`src/hw/rtl/ssu_pkg.sv`:
```
// shared types, codes and constants of the snapshot stream unpacker
// no dependencies
`default_nettype none

package ssu_pkg;

    localparam int PAGE_BYTES_DEF = 16384;
    localparam int MAX_PAGES_DEF  = 12;
    localparam int QDEPTH         = 4;

    localparam logic [7:0]  BYTE_ED  = 8'hED;
    localparam logic [15:0] LEN_RAW  = 16'hFFFF;
    localparam logic [3:0]  PAGE_V1A = 4'd8;
    localparam logic [3:0]  PAGE_V1B = 4'd4;
    localparam logic [3:0]  PAGE_V1C = 4'd5;

    localparam logic [1:0] KIND_WRITE = 2'd0;
    localparam logic [1:0] KIND_INFO  = 2'd1;
    localparam logic [1:0] KIND_ERROR = 2'd2;

    localparam logic [2:0] ERR_FORMAT   = 3'd1;
    localparam logic [2:0] ERR_PAGE     = 3'd2;
    localparam logic [2:0] ERR_OVERFLOW = 3'd3;
    localparam logic [2:0] ERR_PACKED   = 3'd4;
    localparam logic [2:0] ERR_TRUNC    = 3'd5;

    typedef enum logic [2:0] {
        PH_HEADER, PH_V1DATA, PH_BLEN_LO, PH_BLEN_HI,
        PH_BPAGE, PH_BRAW, PH_BPACK, PH_DONE
    } t_phase;

    typedef enum logic [1:0] {
        ESC_NONE, ESC_ONE, ESC_TWO, ESC_COUNT
    } t_esc;

    typedef struct packed {
        logic [7:0] file_byte;
        logic       end_of_file;
    } t_in_item;

    typedef struct packed {
        logic [1:0]  result_kind;
        logic [3:0]  page_number;
        logic [13:0] page_offset;
        logic [7:0]  fill_value;
        logic [7:0]  run_length;
        logic [1:0]  format_version;
        logic        is_packed;
        logic [1:0]  machine_class;
        logic [7:0]  hardware_code;
        logic [2:0]  error_code;
    } t_result;

    function automatic logic [1:0] class_of(input logic [1:0] ver, input logic [7:0] hw);
        logic [1:0] c;
        c = 2'd3;
        if (hw == 8'd0 || hw == 8'd1) begin
            c = 2'd0;
        end else if (hw == 8'd2) begin
            c = 2'd2;
        end else if (ver == 2'd2) begin
            if (hw == 8'd3 || hw == 8'd4) c = 2'd1;
        end else begin
            if (hw == 8'd3) c = 2'd0;
            else if (hw >= 8'd4 && hw <= 8'd6) c = 2'd1;
        end
        return c;
    endfunction

endpackage

`default_nettype wire

```
`src/hw/rtl/snapshot_stream_unpacker.sv`:
```
// snapshot stream unpacker: file bytes in, memory run writes, header info and errors out
//
// input channel: one file byte with its end flag is taken when push is high and full
// is low. bytes may follow each other in every cycle.
// result channel: while empty is low the oldest result is on o_result; pop takes it.
// each byte gives zero or one result. a result reaches the queue in the cycle after
// its byte is taken. the sustained rate is one byte per cycle while full is low;
// a four-entry result queue lets the receiver stall for up to four results before
// full rises and the input stalls too.
// the last byte of a file (end flag set) returns the parser to the header state,
// so the next byte starts a new file.
// reset clears the parser and empties the queue; no clearing pass is needed.
// PAGE_BYTES sets the page size, MAX_PAGES the first page number that is refused.
// depends on ssu_pkg, ssu_front, ssu_queue
`default_nettype none

module snapshot_stream_unpacker #(
    parameter int PAGE_BYTES = ssu_pkg::PAGE_BYTES_DEF,
    parameter int MAX_PAGES  = ssu_pkg::MAX_PAGES_DEF
) (
    input  wire logic              i_clk,
    input  wire logic              i_rst_n,
    input  wire logic              push,
    output logic                   full,
    input  wire ssu_pkg::t_in_item i_item,
    input  wire logic              pop,
    output logic                   empty,
    output ssu_pkg::t_result       o_result
);
    import ssu_pkg::*;

    logic    accept;
    logic    res_valid;
    t_result res;

    assign accept = push && !full;

    ssu_front #(
        .PAGE_BYTES (PAGE_BYTES),
        .MAX_PAGES  (MAX_PAGES)
    ) u_front (
        .i_clk    (i_clk),
        .i_rst_n  (i_rst_n),
        .i_accept (accept),
        .i_item   (i_item),
        .o_valid  (res_valid),
        .o_result (res)
    );

    ssu_queue u_queue (
        .i_clk   (i_clk),
        .i_rst_n (i_rst_n),
        .i_wr    (res_valid),
        .i_data  (res),
        .o_full  (full),
        .i_rd    (pop),
        .o_empty (empty),
        .o_data  (o_result)
    );

endmodule

`default_nettype wire

```
`src/hw/rtl/ssu_front.sv`:
```
// front end: parses file bytes and classifies each into at most one result
// depends on ssu_pkg
`default_nettype none

module ssu_front #(
    parameter int PAGE_BYTES = ssu_pkg::PAGE_BYTES_DEF,
    parameter int MAX_PAGES  = ssu_pkg::MAX_PAGES_DEF
) (
    input  wire logic             i_clk,
    input  wire logic             i_rst_n,
    input  wire logic             i_accept,
    input  wire ssu_pkg::t_in_item i_item,
    output logic                  o_valid,
    output ssu_pkg::t_result      o_result
);
    import ssu_pkg::*;

    localparam int OW = $clog2(PAGE_BYTES) + 1;
    localparam int BW = (OW > 16) ? OW : 16;
    localparam int SW = ((OW > 8) ? OW : 8) + 1;

    t_phase r_phase, n_phase;
    t_esc   r_esc, n_esc;
    logic [7:0]    r_pos, n_pos;
    logic [1:0]    r_ver, n_ver;
    logic [6:0]    r_hl, n_hl;
    logic [7:0]    r_pc, n_pc;
    logic [BW-1:0] r_rem, n_rem;
    logic [3:0]    r_page, n_page;
    logic [OW-1:0] r_off, n_off;
    logic [7:0]    r_cnt, n_cnt;
    logic          r_packed, n_packed;

    logic [7:0] b;
    logic       eof;
    logic       fmt_ok, err1, err4, page_err, lit_now, run_now, lit_err, run_err, err3;
    logic [6:0] hl_eff;
    logic       have;

    assign b   = i_item.file_byte;
    assign eof = i_item.end_of_file;

    assign fmt_ok   = (b == 8'd23) || (b == 8'd54) || (b == 8'd55);
    assign err1     = (r_phase == PH_HEADER) && (r_ver != 2'd1) && (r_pos == 8'd30) && !fmt_ok;
    assign err4     = (r_phase == PH_HEADER) && (r_ver == 2'd1) && (r_pos == 8'd29) && r_packed;
    assign page_err = (r_phase == PH_BPAGE) && ({1'b0, b} >= 9'(MAX_PAGES));
    assign lit_now  = (r_phase == PH_BRAW) || ((r_phase == PH_BPACK) &&
                      ((r_esc == ESC_NONE) || ((r_esc == ESC_ONE) && (b != BYTE_ED))));
    assign run_now  = (r_phase == PH_BPACK) && (r_esc == ESC_COUNT) && (r_cnt != 8'd0);
    assign lit_err  = r_off >= OW'(PAGE_BYTES);
    assign run_err  = (SW'(r_off) + SW'(r_cnt)) > SW'(PAGE_BYTES);
    assign err3     = (lit_now && lit_err) || (run_now && run_err);

    // v2 and v3 header length follows from the extra length byte
    always_comb begin
        hl_eff = r_hl;
        if (r_pos == 8'd30) begin
            if (b == 8'd23) hl_eff = 7'd55;
            else            hl_eff = 7'(8'd32 + b);
        end
    end

    always_comb begin
        n_phase  = r_phase;
        n_esc    = r_esc;
        n_pos    = r_pos;
        n_ver    = r_ver;
        n_hl     = r_hl;
        n_pc     = r_pc;
        n_rem    = r_rem;
        n_page   = r_page;
        n_off    = r_off;
        n_cnt    = r_cnt;
        n_packed = r_packed;
        unique case (r_phase)
            PH_HEADER: begin
                if (r_pos == 8'd6) n_pc = b;
                if (r_pos == 8'd7) n_ver = ((r_pc | b) != 8'd0) ? 2'd1 : 2'd0;
                if (r_pos < 8'd255) n_pos = r_pos + 8'd1;
                if (r_ver == 2'd1) begin
                    if (r_pos == 8'd12) n_packed = (b != 8'd255) && b[4];
                    if (r_pos == 8'd29) begin
                        if (r_packed) begin
                            n_phase = PH_DONE;
                        end else begin
                            n_phase = PH_V1DATA;
                            n_page  = PAGE_V1A;
                            n_off   = '0;
                        end
                    end
                end else if (r_pos >= 8'd30) begin
                    if (r_pos == 8'd30) begin
                        n_ver = (b == 8'd23) ? 2'd2 : 2'd3;
                        n_hl  = hl_eff;
                    end
                    if (err1) begin
                        n_phase = PH_DONE;
                    end else if (({1'b0, r_pos} + 9'd1) >= {2'b00, hl_eff}) begin
                        n_phase = PH_BLEN_LO;
                    end
                end
            end
            PH_V1DATA: begin
                n_off = r_off + OW'(1);
                if ((r_off + OW'(1)) >= OW'(PAGE_BYTES)) begin
                    n_off = '0;
                    if (r_page == PAGE_V1A)      n_page = PAGE_V1B;
                    else if (r_page == PAGE_V1B) n_page = PAGE_V1C;
                    else                         n_phase = PH_DONE;
                end
            end
            PH_BLEN_LO: begin
                n_rem   = BW'(b);
                n_phase = PH_BLEN_HI;
            end
            PH_BLEN_HI: begin
                n_rem   = BW'({b, r_rem[7:0]});
                n_phase = PH_BPAGE;
            end
            PH_BPAGE: begin
                if (page_err) begin
                    n_phase = PH_DONE;
                end else begin
                    n_page = b[3:0];
                    n_off  = '0;
                    n_esc  = ESC_NONE;
                    if (r_rem[15:0] == LEN_RAW) begin
                        n_rem   = BW'(PAGE_BYTES);
                        n_phase = PH_BRAW;
                    end else if (r_rem == '0) begin
                        n_phase = PH_BLEN_LO;
                    end else begin
                        n_phase = PH_BPACK;
                    end
                end
            end
            PH_BRAW: begin
                if (lit_err) begin
                    n_phase = PH_DONE;
                end else begin
                    n_off = r_off + OW'(1);
                    n_rem = r_rem - BW'(1);
                    if (r_rem == BW'(1)) n_phase = PH_BLEN_LO;
                end
            end
            PH_BPACK: begin
                unique case (r_esc)
                    ESC_NONE: begin
                        if (b == BYTE_ED) n_esc = ESC_ONE;
                        n_off = r_off + OW'(1);
                    end
                    ESC_ONE: begin
                        if (b == BYTE_ED) begin
                            // second escape byte takes back the provisional literal
                            n_esc = ESC_TWO;
                            if (r_off != '0) n_off = r_off - OW'(1);
                        end else begin
                            n_esc = ESC_NONE;
                            n_off = r_off + OW'(1);
                        end
                    end
                    ESC_TWO: begin
                        n_cnt = b;
                        n_esc = ESC_COUNT;
                    end
                    ESC_COUNT: begin
                        n_esc = ESC_NONE;
                        if (r_cnt != 8'd0) n_off = r_off + OW'(r_cnt);
                    end
                    default: n_esc = ESC_NONE;
                endcase
                if (err3) begin
                    n_phase = PH_DONE;
                end else begin
                    n_rem = r_rem - BW'(1);
                    if (r_rem == BW'(1)) begin
                        n_esc   = ESC_NONE;
                        n_phase = PH_BLEN_LO;
                    end
                end
            end
            PH_DONE: ;
            default: n_phase = PH_DONE;
        endcase
    end

    always_comb begin
        have     = 1'b0;
        o_result = '0;
        if (eof && n_phase != PH_BLEN_LO && n_phase != PH_DONE) begin
            have                 = 1'b1;
            o_result.result_kind = KIND_ERROR;
            o_result.error_code  = ERR_TRUNC;
        end else if (err1 || err4 || page_err || err3) begin
            have                 = 1'b1;
            o_result.result_kind = KIND_ERROR;
            o_result.error_code  = err1 ? ERR_FORMAT : err4 ? ERR_PACKED :
                                   page_err ? ERR_PAGE : ERR_OVERFLOW;
        end else if (r_phase == PH_HEADER) begin
            if (r_ver == 2'd1 && r_pos == 8'd12) begin
                have                    = 1'b1;
                o_result.result_kind    = KIND_INFO;
                o_result.format_version = 2'd1;
                o_result.is_packed      = (b != 8'd255) && b[4];
            end else if (r_ver != 2'd1 && r_pos == 8'd34) begin
                have                    = 1'b1;
                o_result.result_kind    = KIND_INFO;
                o_result.format_version = r_ver;
                o_result.machine_class  = class_of(r_ver, b);
                o_result.hardware_code  = b;
            end
        end else if (r_phase == PH_V1DATA || lit_now || run_now) begin
            have                 = 1'b1;
            o_result.result_kind = KIND_WRITE;
            o_result.page_number = r_page;
            o_result.page_offset = 14'(r_off);
            o_result.fill_value  = b;
            o_result.run_length  = run_now ? r_cnt : 8'd1;
        end
    end

    assign o_valid = i_accept && have;

    always_ff @(posedge i_clk) begin
        if (!i_rst_n || (i_accept && eof)) begin
            r_phase  <= PH_HEADER;
            r_esc    <= ESC_NONE;
            r_pos    <= '0;
            r_ver    <= '0;
            r_hl     <= 7'd30;
            r_pc     <= '0;
            r_rem    <= '0;
            r_page   <= '0;
            r_off    <= '0;
            r_cnt    <= '0;
            r_packed <= 1'b0;
        end else if (i_accept) begin
            r_phase  <= n_phase;
            r_esc    <= n_esc;
            r_pos    <= n_pos;
            r_ver    <= n_ver;
            r_hl     <= n_hl;
            r_pc     <= n_pc;
            r_rem    <= n_rem;
            r_page   <= n_page;
            r_off    <= n_off;
            r_cnt    <= n_cnt;
            r_packed <= n_packed;
        end
    end

endmodule

`default_nettype wire

```
`src/hw/rtl/ssu_queue.sv`:
```
// back end: short result queue between the parser and the result port
// depends on ssu_pkg
`default_nettype none

module ssu_queue (
    input  wire logic             i_clk,
    input  wire logic             i_rst_n,
    input  wire logic             i_wr,
    input  wire ssu_pkg::t_result i_data,
    output logic                  o_full,
    input  wire logic             i_rd,
    output logic                  o_empty,
    output ssu_pkg::t_result      o_data
);
    import ssu_pkg::*;

    localparam int AW = $clog2(QDEPTH);

    t_result          r_mem [QDEPTH];
    logic [AW-1:0]    r_wp, r_rp;
    logic [AW:0]      r_cnt, n_cnt;
    logic             do_wr, do_rd;

    assign o_full  = (r_cnt == (AW+1)'(QDEPTH));
    assign o_empty = (r_cnt == '0);
    assign do_wr   = i_wr && !o_full;
    assign do_rd   = i_rd && !o_empty;
    assign o_data  = r_mem[r_rp];

    always_comb begin
        n_cnt = r_cnt;
        if (do_wr && !do_rd) n_cnt = r_cnt + (AW+1)'(1);
        if (do_rd && !do_wr) n_cnt = r_cnt - (AW+1)'(1);
    end

    always_ff @(posedge i_clk) begin
        if (do_wr) r_mem[r_wp] <= i_data;
    end

    always_ff @(posedge i_clk) begin
        if (!i_rst_n) begin
            r_wp  <= '0;
            r_rp  <= '0;
            r_cnt <= '0;
        end else begin
            if (do_wr) r_wp <= r_wp + AW'(1);
            if (do_rd) r_rp <= r_rp + AW'(1);
            r_cnt <= n_cnt;
        end
    end

endmodule

`default_nettype wire

```
`config.mk`:
```
export PLATFORM = sky130hd
export DESIGN_NAME = snapshot_stream_unpacker
export DESIGN_NICKNAME = d
export VERILOG_FILES = /design/src/hw/rtl/ssu_pkg.sv /design/src/hw/rtl/snapshot_stream_unpacker.sv /design/src/hw/rtl/ssu_front.sv /design/src/hw/rtl/ssu_queue.sv
export SDC_FILE = /design/constraint.sdc
export NUM_CORES = 1
export LEC_CHECK = 0
export BUFFER_PORTS_ARGS = -buffer_cell sky130_fd_sc_hd__buf_2
export CAP_MARGIN = 20
export CELL_PAD_IN_SITES_DETAIL_PLACEMENT = 0
export CELL_PAD_IN_SITES_GLOBAL_PLACEMENT = 1
export CORE_MARGIN = 3
export CORE_UTILIZATION = 35
export CTS_CLUSTER_DIAMETER = 120
export CTS_CLUSTER_SIZE = 20
export DETAILED_ROUTE_END_ITERATION = 6
export HOLD_SLACK_MARGIN = 0.12
export PLACE_DENSITY_LB_ADDON = 0.1
export SLEW_MARGIN = 15
export SYNTH_ARGS = -nofsm -noshare
export SYNTH_HDL_FRONTEND = slang
export SYNTH_SLANG_ARGS = --single-unit
```
`constraint.sdc`:
```
create_clock -name i_clk -period 5.9 [get_ports i_clk]
set_input_delay 1.18 -clock i_clk [delete_from_list [all_inputs] [get_ports i_clk]]
set_output_delay 1.18 -clock i_clk [all_outputs]
set_load 0.01 [all_outputs]
```
# Word-level counts from Yosys, hierarchy flattened
# Memories as Yosys holds them, arrays and structs flattened. A register that Yosys moved wholly into a read port is not among the register bits.
# Cells that the tools add are included.
dict set report op_classes {
  add_sub_neg 12
  order_cmp 9
  eq_ne 47
  mux 94
  n_bitwise 3
  reduce_logical 70
}
# cell count
set op_table {}
lappend op_table {{15-bit 2-to-1 mux} 9}
lappend op_table {{47-bit 2-to-1 mux} 2}
lappend op_table {{16-bit case mux with 5 select lines} 1}
lappend op_table {{15-bit case mux with 5 select lines} 1}
lappend op_table {{34-bit 2-to-1 mux} 2}
lappend op_table {{16-bit 2-to-1 mux} 4}
lappend op_table {{3-bit 2-to-1 mux} 21}
lappend op_table {{2-bit 2-to-1 mux} 23}
lappend op_table {{15-bit case mux with 3 select lines} 1}
lappend op_table {{15-bit greater-or-equal comparator, second input constant} 2}
lappend op_table {{4-bit 2-to-1 mux} 7}
lappend op_table {{1-bit logical AND} 26}
lappend op_table {{8-bit by 3-bit equality test with 1-bit output, second input constant} 3}
lappend op_table {{8-bit by 5-bit equality test with 1-bit output, second input constant} 3}
lappend op_table {{8-bit by 6-bit equality test with 1-bit output, second input constant} 3}
lappend op_table {{3-bit case mux with 7 select lines} 1}
lappend op_table {{10-bit 2-to-1 mux} 2}
lappend op_table {{15-bit by 8-bit adder with 16-bit output} 1}
lappend op_table {{16-bit by 1-bit equality test with 1-bit output, second input constant} 1}
lappend op_table {{16-bit equality test, second input constant} 1}
lappend op_table {{8-bit by 2-bit equality test with 1-bit output, second input constant} 2}
lappend op_table {{16-bit by 15-bit > comparator with 1-bit output, second input constant} 1}
lappend op_table {{16-bit logical NOT} 1}
lappend op_table {{8-bit inequality test, second input constant} 2}
lappend op_table {{60 further kinds} 115}
dict set report word_totals {
  register_bits 81
  ram_bits 208
  input_bits 13
  out_inout_bits 54
  elab_cells 251
  mem_count 1
}
# name words word_bits rd rd_ports_with_merged_regs write_ports line
set mem_list {}
lappend mem_list {u_queue.r_mem 4 52 1 1 1 ssu_queue.sv:19} ;# t_result r_mem [QDEPTH];

# Longest topological paths before layout
# Gate-level depths: netlist (run 1).
dict set report depth {
  depth_word 18
  ltp_mapped 22
  mapped_depth_nobuf 20
}

# Cells and area by module
# A second synthesis (run 1) with hierarchy kept.
dict set report unflattened {
  hier_cells 1247
  area_unflattened_um2 14777.9
}
# mod n_inst cells_per_inst area_each_um2 seq_area_each_um2
set modules_own_cells {}
lappend modules_own_cells {ssu_queue 1 326 8051.5 6426.2}
lappend modules_own_cells {ssu_front 1 920 6712.7 1481.4}
lappend modules_own_cells {snapshot_stream_unpacker 1 1 13.8 0.0}

# Least setup slack after synthesis (run 1)
# Ideal clock, no wire load.
dict set report synth_timing {
  kind {input to register}
  start {input i_item[6] (netlist bit)}
  end {memory u_queue.r_mem[0][0] (netlist bit), enable pin}
  setup_time_ps 415
  arrival_time_ps 4881
  required_ps 5485
  setup_slack_ps 604
  cell_stages 12
  path_buffers 1
  cell_sequence {clkbuf_1 > inv_1 > ha_1 > mux2i_1 > ha_1 > a21oi_1 > o21ai_0 > a221o_1 > and4b_1 > o31ai_2 > a31oi_1 > and2_1}
}
dict set report synth_between {
  elab_chain_len 17
  elab_cells_between_ends 44
  cone_classes {1 x add/sub; 2 x order compare; 6 x eq/ne; 15 x mux; 20 x reduce/logical}
}
# item line
set synth_lines {}
lappend synth_lines {{from (decl)} snapshot_stream_unpacker.sv:25} ;# input wire ssu_pkg::t_in_item i_item,
lappend synth_lines {{6-bit by 7-bit adder with 7-bit output (tied with other cells)} ssu_front.sv:59} ;# else hl_eff = 7'(8'd32 + b);
lappend synth_lines {{7-bit 2-to-1 mux (tied with other cells)} ssu_front.sv:58} ;# if (b == 8'd23) hl_eff = 7'd55;
lappend synth_lines {{7-bit 2-to-1 mux (tied with other cells)} ssu_front.sv:57} ;# if (r_pos == 8'd30) begin
lappend synth_lines {{9-bit by 7-bit greater-or-equal comparator with 1-bit output (tied with other cells)} ssu_front.sv:98} ;# end else if (({1'b0, r_pos} + 9'd1) >= {2'b00, hl_eff}) begin
lappend synth_lines {{3-bit 2-to-1 mux (tied with other cells)} ssu_front.sv:98}
lappend synth_lines {{3-bit 2-to-1 mux / 1-bit logical AND (equally long branches)} {ssu_front.sv:96, ssu_front.sv:52}}
lappend synth_lines {{3-bit 2-to-1 mux / 1-bit logical OR (equally long branches)} {ssu_front.sv:91, ssu_front.sv:52}}
lappend synth_lines {{3-bit 2-to-1 mux, on equally long branches} {ssu_front.sv:80, ssu_front.sv:172}}
lappend synth_lines {{3-bit case mux with 7 select lines} ssu_front.sv:75} ;# unique case (r_phase)
lappend synth_lines {{3-bit by 2-bit inequality test with 1-bit output} ssu_front.sv:190} ;# if (eof && n_phase != PH_BLEN_LO && n_phase != PH_DONE) begin
lappend synth_lines {{1-bit logical AND (2 in a row)} ssu_front.sv:190}
lappend synth_lines {{1-bit 2-to-1 mux (*)} ssu_front.sv:190}
lappend synth_lines {{1-bit logical AND (*)} ssu_front.sv:222} ;# assign o_valid = i_accept && have;
lappend synth_lines {{1-bit logical AND (*)} ssu_queue.sv:26} ;# assign do_wr = i_wr && !o_full;
lappend synth_lines {{1-bit 2-to-1 mux (*)} ssu_queue.sv:37} ;# if (do_wr) r_mem[r_wp] <= i_data;
lappend synth_lines {{1-bit 2-to-1 mux (implied by the code) (*)} ssu_queue.sv:37}
lappend synth_lines {{to (decl)} ssu_queue.sv:19}
# Mark *: on every way between the ends. The rest lies on a longest branch, timed or not.

==> flow_summary.json, run 1 <==
{
  "status": "complete, no violations",
  "critical-path-max-stage-delay_ns": 0.73,
  "drc": 0,
  "crit_type": "reg2reg",
  "min_path_type": "reg2reg",
  "final_common_cell": "edfxtp_1",
  "synth_cell_types": 85,
  "cp_cell_sequence": "and3_1 > nand3_2 > nand2_1 > o21ai_0 > ha_1 > nand2b_1 > a31oi_1 > o21ai_0 > a221o_1 > and4b_1 > o31ai_2 > nand4_1 > buf_4 > nor3_1",
  "setup_violations": 0,
  "timing.final.crit_share_pct": 83.4,
  "min_period_ns": 4.92,
  "placed_cells": 1792,
  "cp_data_required_time_ns": 6.16,
  "ant_nets": 0,
  "synth_top_family_by_area": "simple AND/OR/NAND/NOR gates",
  "most-common-layout-cells": "edfxtp_1 (208), nor2_1 (96), nand2_1 (90)",
  "rsz0062_at_grt": "no",
  "syn_area_mm2": 0.0146,
  "ys.flop_type": "edfxtp_1",
  "vias_per_cell": 5.57,
  "numCtsBuffers": 18,
  "initial_core_util_pct": 35.6,
  "p_total_mw": 5.09,
  "grt_pass1_vias": 10200,
  "clk_latency_ns": 0.53,
  "drtIter0Drc": 736,
  "startpoint_type": "flip-flop",
  "numClockSinks": 291,
  "grt_max_degree": 53,
  "endpoint_kind": "flip-flop",
  "cts_setup_buffers": 0,
  "leakage_nw": 5.46,
  "final.setup.tns_ns": 0,
  "ys_seq_area_share_pct": 54.1,
  "cts_resized": 0,
  "num_io_pins": 67,
  "htreeDepth": 1,
  "synth_compound_area_share_pct": 11.7,
  "cpMostUsedCell": "o21ai_0",
  "core_mm2": 0.0410,
  "final_area_mm2": 0.0162,
  "placed_area_mm2": 0.0156,
  "fin_util_pct": 39.4,
  "die_x_um": 210,
  "cts_hold_buf": 0,
  "synthSimpleGateAreaFrac_pct": 15.7,
  "cts.clk_slew.worst_paths_ns": 0.10,
  "portBuffers": 66,
  "syn_to_final_growth_pct": 10.6,
  "layoutNonFillerInstCount": 1824,
  "die_area_mm2": 0.0442,
  "fp-row-count": 74,
  "tritoncts": "yes",
  "yosys.area_share.xor_xnor_pct": 2.58,
  "avgSynthCellArea_um2": 11.8,
  "slew_headroom_pct": 30.1,
  "fin_worst_skew_ns": 0.0386,
  "synthAdderAreaFrac_pct": 2.91,
  "yosysWarnings": 0,
  "num_vias": 10200,
  "grt.total_usage_pct": 18.7,
  "critical_path.max_fanout": 17,
  "wl_per_cell_um": 22.9,
  "worst_pin_slew_ns": 1.05,
  "grt_antenna_before_repair": 1,
  "grt_pass1_wl_um": 64200,
  "peakVddDrop_uv": 173,
  "drt_wl_total_um": 41900,
  "synth-seq-cells": 291,
  "cts_buffer_depth": 3,
  "synth_nets": 1283,
  "maxSlewViolCount": 0,
  "hold_viol": 0,
  "drive_above_1_share_pct": 17.0,
  "nNetsFinal": 1325,
  "power_density_mw_per_mm2": 315,
  "routabilityCongestion": 0.796,
  "async_reset_ff_share_pct": 0,
  "dp_hpwl_um": 28100,
  "drv_cap": 0,
  "die_h_um": 210,
  "worstPathArrival_ns": 5.18,
  "overflow": 0,
  "synth_mux_area_share_pct": 9.81,
  "cp_slowest_cell": "nand4_1",
  "dr.pass1.iters": 5,
  "cts-root-buf": "clkbuf_16",
  "synth-edff-count": 208,
  "fmax_mhz": 203,
  "syn_inst": 1238
}
[cell type report]
| class | count | area (um^2) |
|---|---|---|
| clock buffer | 30 | 517 |
| antenna | 1 | 2.50 |
| tap | 532 | 666 |
| timing repair buffer | 101 | 656 |
| multi-input combinational | 831 | 6260 |
| fill | 3974 | 24900 |
| clock inverter | 1 | 11.3 |
| inverter | 37 | 139 |
| sequential | 291 | 7910 |
[final timing paths]
| path | slack [ns] | to | cells after the start | start |
|---|---|---|---|---|
| worst max-delay path | 0.98 | u_queue.r_mem[3][11] | 14 | u_front.r_pos[2] |
| worst min register to register | 0.47 | u_front.r_hl[0] | 2 | u_front.r_hl[0] |
| worst max register to register | 0.98 | u_queue.r_mem[3][11] | 14 | u_front.r_pos[2] |
| worst min-delay path | 0.47 | u_front.r_hl[0] | 2 | u_front.r_hl[0] |
[cells by family (layout without fill, tap and decap cells)]
family | Yosys count | in the layout
and+or+nand+nor | 427 | 427
buffers and inverters | 116 | 169
other | 0 | 1
xor gates and xnor gates | 43 | 43
adders and majority gates | 33 | 33
AOI/OAI and AO/OA | 250 | 250
DFF | 291 | 291
muxes | 78 | 78
[flip-flops by register name, summed over array words and instances (netlist names), named ones only]
| register | count |
|---|---|
| u_front.r_cnt | 8 |
| u_front.r_esc | 2 |
| u_front.r_hl | 7 |
| u_front.r_off | 15 |
| u_front.r_packed | 1 |
| u_front.r_page | 4 |
| u_front.r_pc | 8 |
| u_front.r_phase | 3 |
| u_front.r_pos | 8 |
| u_front.r_rem | 16 |
| u_front.r_ver | 2 |
| u_queue.r_cnt | 3 |
| u_queue.r_mem | 208 |
| u_queue.r_rp | 2 |
| u_queue.r_wp | 2 |
[metal layers]
| layer | track usage, % | up-vias | part of all wire (%) |
|---|---|---|---|
| met5 | 0 | - | 0 |
| met4 | 2.79 | 0 | 0.96 |
| met3 | 1.71 | 28 | 3.1 |
| met2 | 29.9 | 173 | 46 |
| met1 | 28.3 | 5131 | 50 |
| li1 | - | 4821 | - |
[synthesized netlist by cell type, types with 5 or more instances]
cell type	count	area, um^2
o211ai_1	13	97.6
nand4_1	20	125
nor4_1	9	56.3
dfxtp_1	83	1660
nor2b_1	12	75.1
xnor2_1	15	131
or4_1	5	37.5
mux2i_1	24	240
edfxtp_1	208	6250
a32oi_1	7	61.3
and2_1	26	163
ha_1	30	375
nor3_1	43	215
buf_1	6	22.5
nand3_1	26	130
nand2b_1	9	56.3
nor3b_1	20	150
o21ai_0	40	200
a211oi_1	22	165
buf_2	13	65.1
nor3_2	12	120
o31ai_1	9	67.6
a22oi_1	5	37.5
nand2_1	91	342
a31oi_1	14	87.6
inv_1	36	135
or3_1	11	68.8
or2_2	9	56.3
a221oi_1	7	61.3
a311oi_1	7	61.3
and4_1	6	52.6
and3_1	10	62.6
xor2_1	28	245
mux4_2	52	1170
nor2_1	96	360
clkbuf_1	56	210
a21o_1	6	45.0
o221ai_1	5	43.8
a21oi_1	64	320
[where the power goes]
part	total [mW]	internal (mW)	switching (mW)	leakage [nW]
clock	1.29	0.607	0.686	0.253
combinational	1.31	0.579	0.731	2.74
sequential	2.49	2.34	0.145	2.47
[worst max-delay path: cells and delay by family, from the launching register on]
family / cells / cell delay, ns
fa+ha+maj: 1 / 0.32
flops: 1 / 0.52
buf+inv: 1 / 0.46
simple gates: 7 / 2.42
compound gates: 5 / 0.93
[stage by stage]
stage	hold slack, ns	setup WS, ns
after CTS	0.470	0.928
after global routing	0.498	0.628
after floorplan	0.437	0.604
after detailed placement	0.457	0.624
after global placement	0.447	0.749
final	0.471	0.977
Power figures use the tool's default switching activity.
==> run 2, diff against run 1 <==
Settings changed: ABC_AREA set to 1.
Clock period 5.9 ns to 4.36 ns, I/O delays scaled along.
==> flow_summary.json, run 2 <==
{
  "avgSynthCellArea_um2": 8.98,
  "grt_max_degree": 59,
  "drive_above_1_share_pct": 12.6,
  "num_vias": 11600,
  "worstPathArrival_ns": 4.35,
  "async_reset_ff_share_pct": 0,
  "cts_setup_buffers": 0,
  "ys_seq_area_share_pct": 54.5,
  "num_io_pins": 67,
  "yosys.area.top_type": "edfxtp_1",
  "largest_register_ff_count": 208,
  "drc": 0,
  "tritoncts": "yes",
  "yosys-top-cells-count": "nor2_1 (218), nand2_1 (214), edfxtp_1 (208)",
  "r2r_cells": 21,
  "synth-seq-cells": 291,
  "critical_path.max_fanout": 5,
  "grt.total_usage_pct": 19.6,
  "grt_pass1_vias": 11200,
  "setup_violations": 0,
  "drv_cap": 0,
  "dp_hpwl_um": 30600,
  "maxSlewViolCount": 0,
  "fp-row-count": 73,
  "hold_viol": 0,
  "slew_headroom_pct": 37.2,
  "drt_wl_total_um": 43500,
  "ant_nets": 0,
  "top_regs": "u_queue.r_mem: 208 flops, u_front.r_rem: 16 flops, u_front.r_off: 15 flops",
  "cts.clk_slew.worst_paths_ns": 0.09,
  "layoutNonFillerInstCount": 2229,
  "cp_slowest_cell": "o31ai_1",
  "dr.pass1.iters": 5,
  "whs_ns": 0.471,
  "ys.flop_type": "edfxtp_1",
  "cp_cell_sequence": "inv_1 > ha_1 > inv_1 > nor2_1 > inv_1 > o31ai_1 > o211ai_1 > nor3_4 > inv_2 > nand3_2 > nand3_2 > nand2_2 > nand2_1 > nand2_1 > ha_1 > inv_1 > fa_1 > a21oi_1 > o21ai_0 > o21ai_0 > a21oi_1",
  "rsz0062_at_grt": "no",
  "crit_type": "reg2reg",
  "portBuffers": 66,
  "numCtsBuffers": 19,
  "fmax_mhz": 254,
  "worst_pin_slew_ns": 0.939,
  "timing.final.crit_share_pct": 90.4,
  "fin_worst_skew_ns": 0.0207,
  "place_ws_ns": 0.251,
  "yosysWarnings": 0,
  "clk_latency_ns": 0.52,
  "grt_pass1_wl_um": 68000,
  "syn_inst": 1617,
  "wl_per_cell_um": 19.5,
  "numClockSinks": 291,
  "most-common-layout-cells": "nor2_1 (214), nand2_1 (214), edfxtp_1 (208)",
  "cts_buffer_depth": 3,
  "synth_top_area_share_pct": 43.0,
  "placed_cells": 2196,
  "synthTopCellsByArea": "edfxtp_1 (43%), dfxtp_1 (11%), o21ai_0 (6.9%), nor2_1 (5.6%), nand2_1 (5.5%)",
  "cpMostUsedCell": "inv_1",
  "p_total_mw": 7.69,
  "syn_area_mm2": 0.0145,
  "routabilityCongestion": 0.856,
  "yosysMostFrequentCell": "nor2_1",
  "min_path_type": "reg2reg",
  "core_mm2": 0.0404,
  "die_x_um": 210,
  "synth_nets": 1662,
  "die_h_um": 210,
  "vias_per_cell": 5.19,
  "startpoint_type": "flip-flop",
  "min_period_ns": 3.94,
  "power_density_mw_per_mm2": 471,
  "syn_to_final_growth_pct": 12.5,
  "drtIter0Drc": 849,
  "nNetsFinal": 1737,
  "status": "complete, no violations",
  "grt_antenna_before_repair": 0,
  "setup_ws_ns": 0.417,
  "leakage_nw": 6.28,
  "htreeDepth": 1,
  "cp_top_family": "compound AO/OA/AOI/OAI gates",
  "endpoint_kind": "flip-flop",
  "fin_util_pct": 40.4,
  "top_register": "u_queue.r_mem",
  "antenna_cells": 0,
  "overflow": 0,
  "cts-root-buf": "clkbuf_16",
  "critical-path-max-stage-delay_ns": 0.54,
  "cp.depth": 21,
  "peakVddDrop_uv": 185,
  "cp.buffers_inverters": 5,
  "initial_core_util_pct": 36.0,
  "synth-edff-count": 208,
  "hold_depth": 2,
  "synth_cell_types": 49,
  "die_area_mm2": 0.0440,
  "cp_data_required_time_ns": 4.77
}
-- run 2: cell count changes in the layout (fill, tap and decap cells not counted), sizes merged, moves of 23 or more --
cell | before | now
a21oi | 64 | 95
and2 | 27 | 0
inv | 38 | 174
mux2i | 24 | 1
mux4 | 52 | 0
nand2 | 91 | 220
nand3 | 27 | 78
nor2 | 96 | 225
o21ai | 43 | 204
o22ai | 4 | 56
-- run 2: final cells by class --
cell class                 instances  area [um^2]
fill                            4096        24000
sequential                       291         7910
multi-input combinational       1083         5700
timing repair buffer             121          843
inverter                         176          663
tap                              525          657
clock buffer                      30          517
clock inverter                     3         36.3
-- run 2: power breakdown --
group,internal [mW],total (mW),switching [mW]
Clock,0.835,1.79,0.952
Combinational,0.775,2.50,1.72
Sequential,3.27,3.41,0.137
Total,4.88,7.69,2.81
-- run 2: path summary, 6_finish.rpt --
| check | from | to | slack (ns) |
|---|---|---|---|
| worst max-delay path | u_front.r_rem[0] | u_queue.r_cnt[2] | 0.42 |
| worst min-delay path | u_front.r_hl[3] | u_front.r_hl[3] | 0.47 |
| worst max register to register | u_front.r_rem[0] | u_queue.r_cnt[2] | 0.42 |
| worst min register to register | u_front.r_hl[3] | u_front.r_hl[3] | 0.47 |
-- run 2: kinds of logic after synthesis --
family                   Yosys count  share of synthesized area [%]
multiplexers                       1                         0.0690
adder cells (fa/ha/maj)           32                           2.86
XOR/XNOR                          29                           1.80
AO/OA/AOI/OAI                    393                           14.8
AND/OR/NAND/NOR                  628                           19.4
buffers and inverters            243                           6.57
flip-flops                       291                           54.5
-- run 2: worst reg2reg max path: stages, from the launching register on --
cell and delay [ns]:
dfxtp_1 0.36, inv_1 0.11, ha_1 0.19, inv_1 0.06, nor2_1 0.33, inv_1 0.16, o31ai_1 0.54, o211ai_1 0.26
nor3_4 0.22, inv_2 0.05, nand3_2 0.07, nand3_2 0.08, nand2_2 0.09, nand2_1 0.13, nand2_1 0.16, ha_1 0.16
inv_1 0.06, fa_1 0.38, a21oi_1 0.14, o21ai_0 0.10, o21ai_0 0.16, a21oi_1 0.05
-- run 2: routing by layer --
layer,wire (um),GRT usage (%),vias up
met5,0,0,-
met4,865,4.16,0
met3,1820,2.08,46
met2,19700,31.3,234
met1,21000,28.8,5533
li1,-,-,5764
-- run 2: metrics by stage --
stage          area (um^2)  TNS (ns)
2_1_floorplan        14500   -170.45
3_3_place_gp         15800         0
3_5_place_dp         15800         0
4_1_cts              16300         0
5_1_grt              16300         0
6_report             16300         0
-- run 2: what timing repair did --
item	in CTS	in global routing
hold buffers	0	0
gates resized for setup	0	4
endpoints found under the setup margin	0	1
